===== src/hw/rtl/ccrc_pkg.sv =====
// ccrc_pkg: shared types, codes and the crc-16-ccitt byte step for the
// chunked download checker; no dependencies, used by every rtl file

package ccrc_pkg;

  // default configuration and queue sizing
  localparam logic [15:0] CAPACITY_RESET = 16'd256;
  localparam int          QUEUE_DEPTH    = 2;

  // crc-16-ccitt polynomial, msb first, init zero
  localparam logic [15:0] CRC_POLY = 16'h1021;

  // input function codes
  localparam logic [1:0] FUNC_HEADER = 2'd0;
  localparam logic [1:0] FUNC_DATA   = 2'd1;
  localparam logic [1:0] FUNC_START  = 2'd2;

  // classified operation carried through the queue
  localparam logic [1:0] OP_NOP    = 2'd0;
  localparam logic [1:0] OP_HEADER = 2'd1;
  localparam logic [1:0] OP_DATA   = 2'd2;
  localparam logic [1:0] OP_START  = 2'd3;

  // transfer phase codes
  localparam logic [1:0] PH_HEADER = 2'd0;
  localparam logic [1:0] PH_DATA   = 2'd1;
  localparam logic [1:0] PH_DONE   = 2'd2;
  localparam logic [1:0] PH_FAIL   = 2'd3;

  // error codes
  localparam logic [3:0] ERR_NONE        = 4'd0;
  localparam logic [3:0] ERR_SEQ         = 4'd1;
  localparam logic [3:0] ERR_OFFSET      = 4'd2;
  localparam logic [3:0] ERR_TOO_LONG    = 4'd3;
  localparam logic [3:0] ERR_TOTALS      = 4'd4;
  localparam logic [3:0] ERR_EXCEEDS     = 4'd5;
  localparam logic [3:0] ERR_NO_PROGRESS = 4'd6;
  localparam logic [3:0] ERR_OFF_OVF     = 4'd7;
  localparam logic [3:0] ERR_CRC         = 4'd8;

  // one classified transaction as queued between front and back
  typedef struct packed {
    logic [1:0]  op;
    logic        too_long;
    logic [15:0] seq;
    logic [15:0] offset;
    logic [15:0] length;
    logic [15:0] xfer_total;
    logic [15:0] total_crc;
    logic [7:0]  data;
  } item_t;

  // queue status seen by front and back
  typedef struct packed {
    logic full;
    logic empty;
  } q_status_t;

  // one byte through the crc, eight shift steps
  function automatic logic [15:0] crc_byte(input logic [15:0] crc_in,
                                           input logic [7:0] byte_in);
    logic [15:0] c;
    c = crc_in ^ {byte_in, 8'h00};
    for (int b = 0; b < 8; b++) begin
      if (c[15]) begin
        c = {c[14:0], 1'b0} ^ CRC_POLY;
      end else begin
        c = {c[14:0], 1'b0};
      end
    end
    return c;
  endfunction

endpackage


===== src/hw/rtl/chunked_download_checker_crc16_core.sv =====
// chunked download checker with crc-16-ccitt, one result per transaction
// each transaction passes through a queue entry, then the result register;
// throughput: one transaction per cycle while out_stall stays low, set by
// the back end updating its transfer state on each pop
// reset: synchronous rst clears the queue, the transfer state and the result
// slot, and sets chunk capacity to 256
// depends on ccrc_pkg, ccrc_front, ccrc_queue, ccrc_back

module chunked_download_checker_crc16_core #(
  parameter int QUEUE_DEPTH = ccrc_pkg::QUEUE_DEPTH
) (
  input  logic        clk,
  input  logic        rst,
  input  logic        cfg_we,
  input  logic [15:0] cfg_wdata,
  input  logic        in_valid,
  output logic        in_stall,
  input  logic [1:0]  func,
  input  logic [15:0] resp_seq,
  input  logic [15:0] resp_offset,
  input  logic [15:0] resp_length,
  input  logic [15:0] resp_total_length,
  input  logic [15:0] resp_total_crc,
  input  logic [7:0]  data_byte,
  output logic        out_valid,
  input  logic        out_stall,
  output logic [1:0]  phase,
  output logic [3:0]  error_code,
  output logic [15:0] next_seq,
  output logic [15:0] next_offset,
  output logic [15:0] crc_value,
  output logic [15:0] bytes_written
);

  ccrc_pkg::item_t     push_item;
  ccrc_pkg::item_t     head_item;
  ccrc_pkg::q_status_t q_st;
  logic                push;
  logic                pop;

  // front end: accept and classify
  ccrc_front u_front (
    .clk               (clk),
    .rst               (rst),
    .cfg_we            (cfg_we),
    .cfg_wdata         (cfg_wdata),
    .in_valid          (in_valid),
    .in_stall          (in_stall),
    .func              (func),
    .resp_seq          (resp_seq),
    .resp_offset       (resp_offset),
    .resp_length       (resp_length),
    .resp_total_length (resp_total_length),
    .resp_total_crc    (resp_total_crc),
    .data_byte         (data_byte),
    .q_st              (q_st),
    .push              (push),
    .push_item         (push_item)
  );

  // decoupling queue
  ccrc_queue #(
    .DEPTH (QUEUE_DEPTH)
  ) u_queue (
    .clk       (clk),
    .rst       (rst),
    .push      (push),
    .push_item (push_item),
    .pop       (pop),
    .head_item (head_item),
    .q_st      (q_st)
  );

  // back end: checks, crc and result
  ccrc_back u_back (
    .clk           (clk),
    .rst           (rst),
    .head_item     (head_item),
    .q_st          (q_st),
    .pop           (pop),
    .out_valid     (out_valid),
    .out_stall     (out_stall),
    .phase         (phase),
    .error_code    (error_code),
    .next_seq      (next_seq),
    .next_offset   (next_offset),
    .crc_value     (crc_value),
    .bytes_written (bytes_written)
  );

  // result slot is empty right after reset
  assert property (@(posedge clk) rst |=> !out_valid)
    else $error("result valid right after reset");

  // a failed transfer always carries an error code
  assert property (@(posedge clk) disable iff (rst)
    out_valid && phase == ccrc_pkg::PH_FAIL |-> error_code != ccrc_pkg::ERR_NONE)
    else $error("failed phase without error code");

  // a transfer that has not failed has no error code
  assert property (@(posedge clk) disable iff (rst)
    out_valid && phase != ccrc_pkg::PH_FAIL |-> error_code == ccrc_pkg::ERR_NONE)
    else $error("error code outside failed phase");

  // the back end never pops an empty queue
  assert property (@(posedge clk) disable iff (rst) q_st.empty |-> !pop)
    else $error("pop from empty queue");

endmodule


===== src/hw/rtl/ccrc_front.sv =====
// ccrc_front: accepts input transactions, holds the chunk capacity register
// and classifies each transaction for the queue; depends on ccrc_pkg

module ccrc_front (
  input  logic                  clk,
  input  logic                  rst,
  input  logic                  cfg_we,
  input  logic [15:0]           cfg_wdata,
  input  logic                  in_valid,
  output logic                  in_stall,
  input  logic [1:0]            func,
  input  logic [15:0]           resp_seq,
  input  logic [15:0]           resp_offset,
  input  logic [15:0]           resp_length,
  input  logic [15:0]           resp_total_length,
  input  logic [15:0]           resp_total_crc,
  input  logic [7:0]            data_byte,
  input  ccrc_pkg::q_status_t   q_st,
  output logic                  push,
  output ccrc_pkg::item_t       push_item
);

  logic [15:0] capacity;

  // chunk capacity register
  always_ff @(posedge clk) begin
    if (rst) begin
      capacity <= ccrc_pkg::CAPACITY_RESET;
    end else if (cfg_we) begin
      capacity <= cfg_wdata;
    end
  end

  // accept whenever the queue has room
  assign in_stall = q_st.full;
  assign push     = in_valid && !q_st.full;

  // classify the function code and precompute the capacity check
  always_comb begin
    case (func)
      ccrc_pkg::FUNC_HEADER: push_item.op = ccrc_pkg::OP_HEADER;
      ccrc_pkg::FUNC_DATA:   push_item.op = ccrc_pkg::OP_DATA;
      ccrc_pkg::FUNC_START:  push_item.op = ccrc_pkg::OP_START;
      default:               push_item.op = ccrc_pkg::OP_NOP;
    endcase
    push_item.too_long     = resp_length > capacity;
    push_item.seq          = resp_seq;
    push_item.offset       = resp_offset;
    push_item.length       = resp_length;
    push_item.xfer_total   = resp_total_length;
    push_item.total_crc    = resp_total_crc;
    push_item.data         = data_byte;
  end

endmodule


===== src/hw/rtl/ccrc_queue.sv =====
// ccrc_queue: short register queue between front and back
// depends on ccrc_pkg; DEPTH from 2 to 32

module ccrc_queue #(
  parameter int DEPTH = ccrc_pkg::QUEUE_DEPTH
) (
  input  logic                clk,
  input  logic                rst,
  input  logic                push,
  input  ccrc_pkg::item_t     push_item,
  input  logic                pop,
  output ccrc_pkg::item_t     head_item,
  output ccrc_pkg::q_status_t q_st
);

  localparam int PTR_W = (DEPTH > 1) ? $clog2(DEPTH) : 1;
  localparam int CNT_W = $clog2(DEPTH + 1);

  ccrc_pkg::item_t entries [DEPTH];
  logic [PTR_W-1:0] wr_ptr;
  logic [PTR_W-1:0] rd_ptr;
  logic [CNT_W-1:0] count;

  assign q_st.full  = (count == CNT_W'(DEPTH));
  assign q_st.empty = (count == '0);
  assign head_item  = entries[rd_ptr];

  // entry storage
  always_ff @(posedge clk) begin
    if (push) begin
      entries[wr_ptr] <= push_item;
    end
  end

  // pointers and fill count
  always_ff @(posedge clk) begin
    if (rst) begin
      wr_ptr <= '0;
      rd_ptr <= '0;
      count  <= '0;
    end else begin
      if (push) begin
        wr_ptr <= (wr_ptr == PTR_W'(DEPTH - 1)) ? '0 : wr_ptr + 1'b1;
      end
      if (pop) begin
        rd_ptr <= (rd_ptr == PTR_W'(DEPTH - 1)) ? '0 : rd_ptr + 1'b1;
      end
      if (push && !pop) begin
        count <= count + 1'b1;
      end else if (pop && !push) begin
        count <= count - 1'b1;
      end
    end
  end

endmodule


===== src/hw/rtl/ccrc_back.sv =====
// ccrc_back: transfer state, header checks, crc update and result register
// depends on ccrc_pkg

module ccrc_back (
  input  logic                clk,
  input  logic                rst,
  input  ccrc_pkg::item_t     head_item,
  input  ccrc_pkg::q_status_t q_st,
  output logic                pop,
  output logic                out_valid,
  input  logic                out_stall,
  output logic [1:0]          phase,
  output logic [3:0]          error_code,
  output logic [15:0]         next_seq,
  output logic [15:0]         next_offset,
  output logic [15:0]         crc_value,
  output logic [15:0]         bytes_written
);

  // transfer state
  logic [1:0]  phase_reg;
  logic [3:0]  error_reg;
  logic [15:0] seq_count;
  logic [15:0] offset_count;
  logic [15:0] written_count;
  logic [15:0] latched_total;
  logic [15:0] latched_crc;
  logic [15:0] running_crc;
  logic [15:0] chunk_len;
  logic [15:0] chunk_left;

  logic [1:0]  phase_next;
  logic [3:0]  error_next;
  logic [15:0] seq_next;
  logic [15:0] offset_next;
  logic [15:0] written_next;
  logic [15:0] total_next;
  logic [15:0] lcrc_next;
  logic [15:0] crc_next;
  logic [15:0] len_next;
  logic [15:0] left_next;

  logic        end_chunk;
  logic [15:0] end_len;
  logic [16:0] sum_written;
  logic [16:0] sum_offset;

  // a transaction leaves the queue when the result slot is free
  assign pop = !q_st.empty && (!out_valid || !out_stall);

  // next state for the head transaction
  always_comb begin
    phase_next   = phase_reg;
    error_next   = error_reg;
    seq_next     = seq_count;
    offset_next  = offset_count;
    written_next = written_count;
    total_next   = latched_total;
    lcrc_next    = latched_crc;
    crc_next     = running_crc;
    len_next     = chunk_len;
    left_next    = chunk_left;
    end_chunk    = 1'b0;
    end_len      = '0;
    sum_written  = '0;
    sum_offset   = '0;

    case (head_item.op)
      ccrc_pkg::OP_START: begin
        phase_next   = ccrc_pkg::PH_HEADER;
        error_next   = ccrc_pkg::ERR_NONE;
        seq_next     = '0;
        offset_next  = '0;
        written_next = '0;
        total_next   = '0;
        lcrc_next    = '0;
        crc_next     = '0;
        len_next     = '0;
        left_next    = '0;
      end
      ccrc_pkg::OP_HEADER: begin
        if (phase_reg == ccrc_pkg::PH_HEADER) begin
          if (head_item.seq != seq_count) begin
            phase_next = ccrc_pkg::PH_FAIL;
            error_next = ccrc_pkg::ERR_SEQ;
          end else if (head_item.offset != offset_count) begin
            phase_next = ccrc_pkg::PH_FAIL;
            error_next = ccrc_pkg::ERR_OFFSET;
          end else if (head_item.too_long) begin
            phase_next = ccrc_pkg::PH_FAIL;
            error_next = ccrc_pkg::ERR_TOO_LONG;
          end else if (seq_count != '0 &&
                       (head_item.xfer_total != latched_total ||
                        head_item.total_crc != latched_crc)) begin
            phase_next = ccrc_pkg::PH_FAIL;
            error_next = ccrc_pkg::ERR_TOTALS;
          end else begin
            // first chunk latches the totals
            if (seq_count == '0) begin
              total_next = head_item.xfer_total;
              lcrc_next  = head_item.total_crc;
            end
            sum_written = {1'b0, written_count} + {1'b0, head_item.length};
            if (sum_written > {1'b0, total_next}) begin
              phase_next = ccrc_pkg::PH_FAIL;
              error_next = ccrc_pkg::ERR_EXCEEDS;
            end else if (head_item.length != '0) begin
              len_next   = head_item.length;
              left_next  = head_item.length;
              phase_next = ccrc_pkg::PH_DATA;
            end else begin
              end_chunk = 1'b1;
              end_len   = '0;
            end
          end
        end
      end
      ccrc_pkg::OP_DATA: begin
        if (phase_reg == ccrc_pkg::PH_DATA) begin
          crc_next     = ccrc_pkg::crc_byte(running_crc, head_item.data);
          written_next = written_count + 16'd1;
          left_next    = chunk_left - 16'd1;
          if (left_next == '0) begin
            end_chunk = 1'b1;
            end_len   = chunk_len;
          end
        end
      end
      default: begin
      end
    endcase

    // chunk end: finish, fail, or advance offset and sequence
    if (end_chunk) begin
      sum_offset = {1'b0, offset_count} + {1'b0, end_len};
      if (written_next >= total_next) begin
        if (crc_next != lcrc_next) begin
          phase_next = ccrc_pkg::PH_FAIL;
          error_next = ccrc_pkg::ERR_CRC;
        end else begin
          phase_next = ccrc_pkg::PH_DONE;
        end
      end else if (end_len == '0) begin
        phase_next = ccrc_pkg::PH_FAIL;
        error_next = ccrc_pkg::ERR_NO_PROGRESS;
      end else if (sum_offset[16]) begin
        phase_next = ccrc_pkg::PH_FAIL;
        error_next = ccrc_pkg::ERR_OFF_OVF;
      end else begin
        offset_next = sum_offset[15:0];
        seq_next    = seq_count + 16'd1;
        phase_next  = ccrc_pkg::PH_HEADER;
      end
    end
  end

  // state registers
  always_ff @(posedge clk) begin
    if (rst) begin
      phase_reg     <= ccrc_pkg::PH_HEADER;
      error_reg     <= ccrc_pkg::ERR_NONE;
      seq_count     <= '0;
      offset_count  <= '0;
      written_count <= '0;
      latched_total <= '0;
      latched_crc   <= '0;
      running_crc   <= '0;
      chunk_len     <= '0;
      chunk_left    <= '0;
    end else if (pop) begin
      phase_reg     <= phase_next;
      error_reg     <= error_next;
      seq_count     <= seq_next;
      offset_count  <= offset_next;
      written_count <= written_next;
      latched_total <= total_next;
      latched_crc   <= lcrc_next;
      running_crc   <= crc_next;
      chunk_len     <= len_next;
      chunk_left    <= left_next;
    end
  end

  // result valid
  always_ff @(posedge clk) begin
    if (rst) begin
      out_valid <= 1'b0;
    end else if (pop) begin
      out_valid <= 1'b1;
    end else if (!out_stall) begin
      out_valid <= 1'b0;
    end
  end

  // result payload
  always_ff @(posedge clk) begin
    if (pop) begin
      phase         <= phase_next;
      error_code    <= error_next;
      next_seq      <= seq_next;
      next_offset   <= offset_next;
      crc_value     <= crc_next;
      bytes_written <= written_next;
    end
  end

endmodule

===== config.mk =====
export PLATFORM = sky130hd
export DESIGN_NAME = chunked_download_checker_crc16_core
export DESIGN_NICKNAME = d
export VERILOG_FILES = /design/src/hw/rtl/ccrc_pkg.sv /design/src/hw/rtl/chunked_download_checker_crc16_core.sv /design/src/hw/rtl/ccrc_front.sv /design/src/hw/rtl/ccrc_queue.sv /design/src/hw/rtl/ccrc_back.sv
export SDC_FILE = /design/constraint.sdc
export NUM_CORES = 1
export LEC_CHECK = 0
export BUFFER_PORTS_ARGS = -buffer_cell sky130_fd_sc_hd__buf_4
export CAP_MARGIN = 20
export CORE_MARGIN = 8
export CORE_UTILIZATION = 45
export DETAILED_ROUTE_END_ITERATION = 7
export PLACE_DENSITY = 0.68
export SYNTH_ARGS = -nofsm -noshare
export SYNTH_HDL_FRONTEND = slang
export SYNTH_SLANG_ARGS = --single-unit

===== constraint.sdc =====
create_clock -name clk -period 7.8 [get_ports clk]
set_clock_uncertainty 0.1 [all_clocks]
set_input_delay 0.78 -clock clk [delete_from_list [all_inputs] [get_ports clk]]
set_output_delay 0.78 -clock clk [all_outputs]
set_load 0.05 [all_outputs]

==> impl_metrics.toml <==
[cts]
root_buffer = "clkbuf_16"
cts_made_buffers = 45
htree_levels = 2
post_cts_buffers = 0
cts_tree = "done"
cts_sinks = 408
path_clk_slew_ns = 0.06
clk_latency_ns = 0.58
cts_resized = 0
cts.hold.buffers_added = 0
max-clock-path-buffers = 3

[routing]
dr_total_vias = 16700
drc = 0
detailroute.wirelength.met2_um = 28900
drt_wl_total_um = 59700
drtPass1Iterations = 6
route.antenna.remaining_nets = 0
drt_first_iter_violations = 1374
viasPerCell = 5.74
drt-met1-wl_um = 25400
routed_wire_length_per_instance_um = 20.5
detailroute.wirelength.met3_um = 3250
highest_layer = "met4"

[grt]
first_global_vias = 16300
grt_antenna_before_repair = 0
globalRoute.totalOverflow = 0
first_pass_grt_wire_length_um = 92700
maximum_number_of_pins_on_one_net_before_global_route_repair = 98
grt_util_all_layers_pct = 20.7

[logic_synthesis]
syn_area_um2 = 21900
synthesis.yosys.warnings = 0
async_reset_ff_share_pct = 0
netlist_instances = 2109
yosys_reg_bits = 408
synth_largest_area_cell = "edfxtp_1"
syn-num-nets = 2314
yosysTopAreaCellShare_pct = 34.5
synth.yosys.seq_area_share_pct = 48.8
synth_flop_cell = "edfxtp_1"
yosysUniqueCellTypes = 94
synth_enable_flop_cells = 252
synth.area.top_cells = "edfxtp_1 35%, dfxtp_1 14%, mux2i_1 5.8%"
syn_avg_cell_area_um2 = 10.4

[min_path]
hold_crit_path_type = "input pin to register"
hold_path_origin = "resp_offset[1]"
worstHoldEndpoint = "u_queue.entries[0][57]"
hold_depth = 1

[floorplan]
core_area_um2 = 48500
die_height_um = 237
die_width_um = 237
number_of_ports_placed_on_the_die_boundary = 183
floorplan.rows = 81
die-area_um2 = 56000
initial_utilization_pct = 45.1

[worst_setup_path]
critical_path.startpoint_type = "register"
critical_path.endpoint_type = "register"
critical-path-slowest-cell = "mux2i_1"
cp_common_cell = "a21oi_1"
crit_required_ns = 8.16
r2r_cells = 25
crit_path_category = "register to register"
crit-reg2reg-capture = "u_back.chunk_left[8]"
reg2reg_slack_ns = 0.75
cp_slowest_stage_delay_ns = 0.59
critical_path_fanout_max = 22
critical_path_arrival_ns = 7.41

[place]
place_worst_setup_slack_ns = 0.768
detailedPlacementHpwl_um = 43500
gp_congestion = 0.910
io_buffer_count = 182

[final_layout]
fill_cells = 4291
final_core_utilization_pct = 52.1
flip_flop_and_latch_area_um2 = 10700
multi_input_area_um2 = 10400
finish.net_count = 2462
antenna_cells = 0
largest_register_ff_count = 182
area_growth_pct = 15.3
final_layout_size_suffix_gt1_share_pct = 15.0
largest-register = "u_queue.entries"

[timing]
report.final.slew_viol_count = 0
worst_hold_margin_ns = 0.279
setup_viol_count_final = 0
tightestPinTransition_ns = 1.09
hold_viol = 0
fmaxAchievable_ghz = 0.142
min_setup_slack_post_route_ns = 0.747
timing.final.crit_share_pct = 90.4
relSlewSlack_pct = 27.3
fin_setup_tns_ns = 0
post_route_minimum_period_ns = 7.05
rsz0062_at_grt = "no"

[status]
status = "completed"

[power_and_ir_drop]
cellLeakagePower_uw = 0.00974
cellPowerDensity_nw_per_um2 = 403
vdd_drop_max_uv = 305
total_power_uw = 10200

[job]
max_cap_viol_count = 0
layout by cell type (no fill, tap or decap), types with 17 or more instances in the layout:
master	n
nand2_1	105
a21o_1	25
nor3_1	44
edfxtp_1	252
dfxtp_1	155
a21oi_1	93
o21a_1	21
and3_1	22
nor2_1	256
xnor2_1	89
nand3_1	99
buf_4	214
o31ai_1	27
a22oi_1	23
inv_1	86
and2_1	23
ha_1	92
nand2b_1	17
mux2i_1	126
nor4_1	32
clkbuf_1	17
a211oi_1	38
xor2_1	32
nand4_1	25
o21ai_1	21
o21ai_0	71
clkbuf_16	46
a31oi_1	21
logic make-up (layout without fill, tap and decap cells):
family | count (synthesis) | after routing | synth area share, %
and+or+nand+nor | 687 | 687 | 15.3
AOI/OAI and AO/OA | 433 | 433 | 13.2
DFF | 408 | 408 | 48.8
buffers and inverters | 204 | 388 | 3.96
muxes | 150 | 150 | 7.30
xor gates and xnor gates | 133 | 133 | 6.02
adders and majority gates | 94 | 94 | 5.44
cell usage after synthesis (all sizes together), types with 34 or more instances:
library cell,count
a211oi,38
a21oi,95
buf,36
clkbuf,78
dfxtp,156
edfxtp,252
ha,92
inv,88
mux2i,136
nand2,106
nand3,100
nor2,257
nor3,45
nor4,36
o21ai,94
xnor2,89
xor2,34
through the flow:
| step | std cells | instance area, um^2 |
|---|---|---|
| 6_report | 2915 | 25300 |
| 5_1_grt | 2915 | 25300 |
| 4_1_cts | 2914 | 25300 |
| 3_5_place_dp | 2831 | 23800 |
| 3_3_place_gp | 2830 | 23800 |
| 2_1_floorplan | 2109 | 21900 |
worst max-delay path, delay by kind of cell, from the launching register on:
family	cells	cell delay [ns]
compound gates	11	2.55
simple gates	7	1.77
mux	2	0.81
fa+ha+maj	2	0.64
flops	1	0.56
buf+inv	2	0.41
xor+xnor	1	0.10
routing by layer:
metal,vias to the layer above,global-route usage [%]
li1,8025,-
met1,8063,26.6
met2,543,34.8
met3,111,3.27
met4,0,7.88
met5,-,0
worst max-delay path by stage:
stage             start  slack, ns                    to
2_1_floorplan  register       1.19    u_back.next_seq[6]
3_3_place_gp   register       0.94  u_back.chunk_left[5]
3_5_place_dp   register       0.77  u_back.chunk_left[8]
4_1_cts        register       0.75  u_back.chunk_left[8]
5_1_grt        register       0.21  u_back.chunk_left[7]
6_report       register       0.75  u_back.chunk_left[8]
area by class of cell:
| class | instances | area share, % |
|---|---|---|
| Sequential cell | 408 | 42.3 |
| Clock inverter | 15 | 0.663 |
| Inverter | 90 | 1.36 |
| Timing Repair Buffer | 215 | 6.44 |
| Clock buffer | 68 | 5.03 |
| Multi-Input combinational cell | 1497 | 41.1 |
| Tap cell | 622 | 3.08 |
where the power goes:
part           switching (uW)  total [uW]  leakage [uW]  internal (uW)
Combinational            3120        4870       0.00538           1760
Sequential                328        3200       0.00366           2870
Clock                     870        2100      0.000698           1230
Total                    4310       10200       0.00974           5860
No activity file was read; power rests on OpenSTA's default activity.
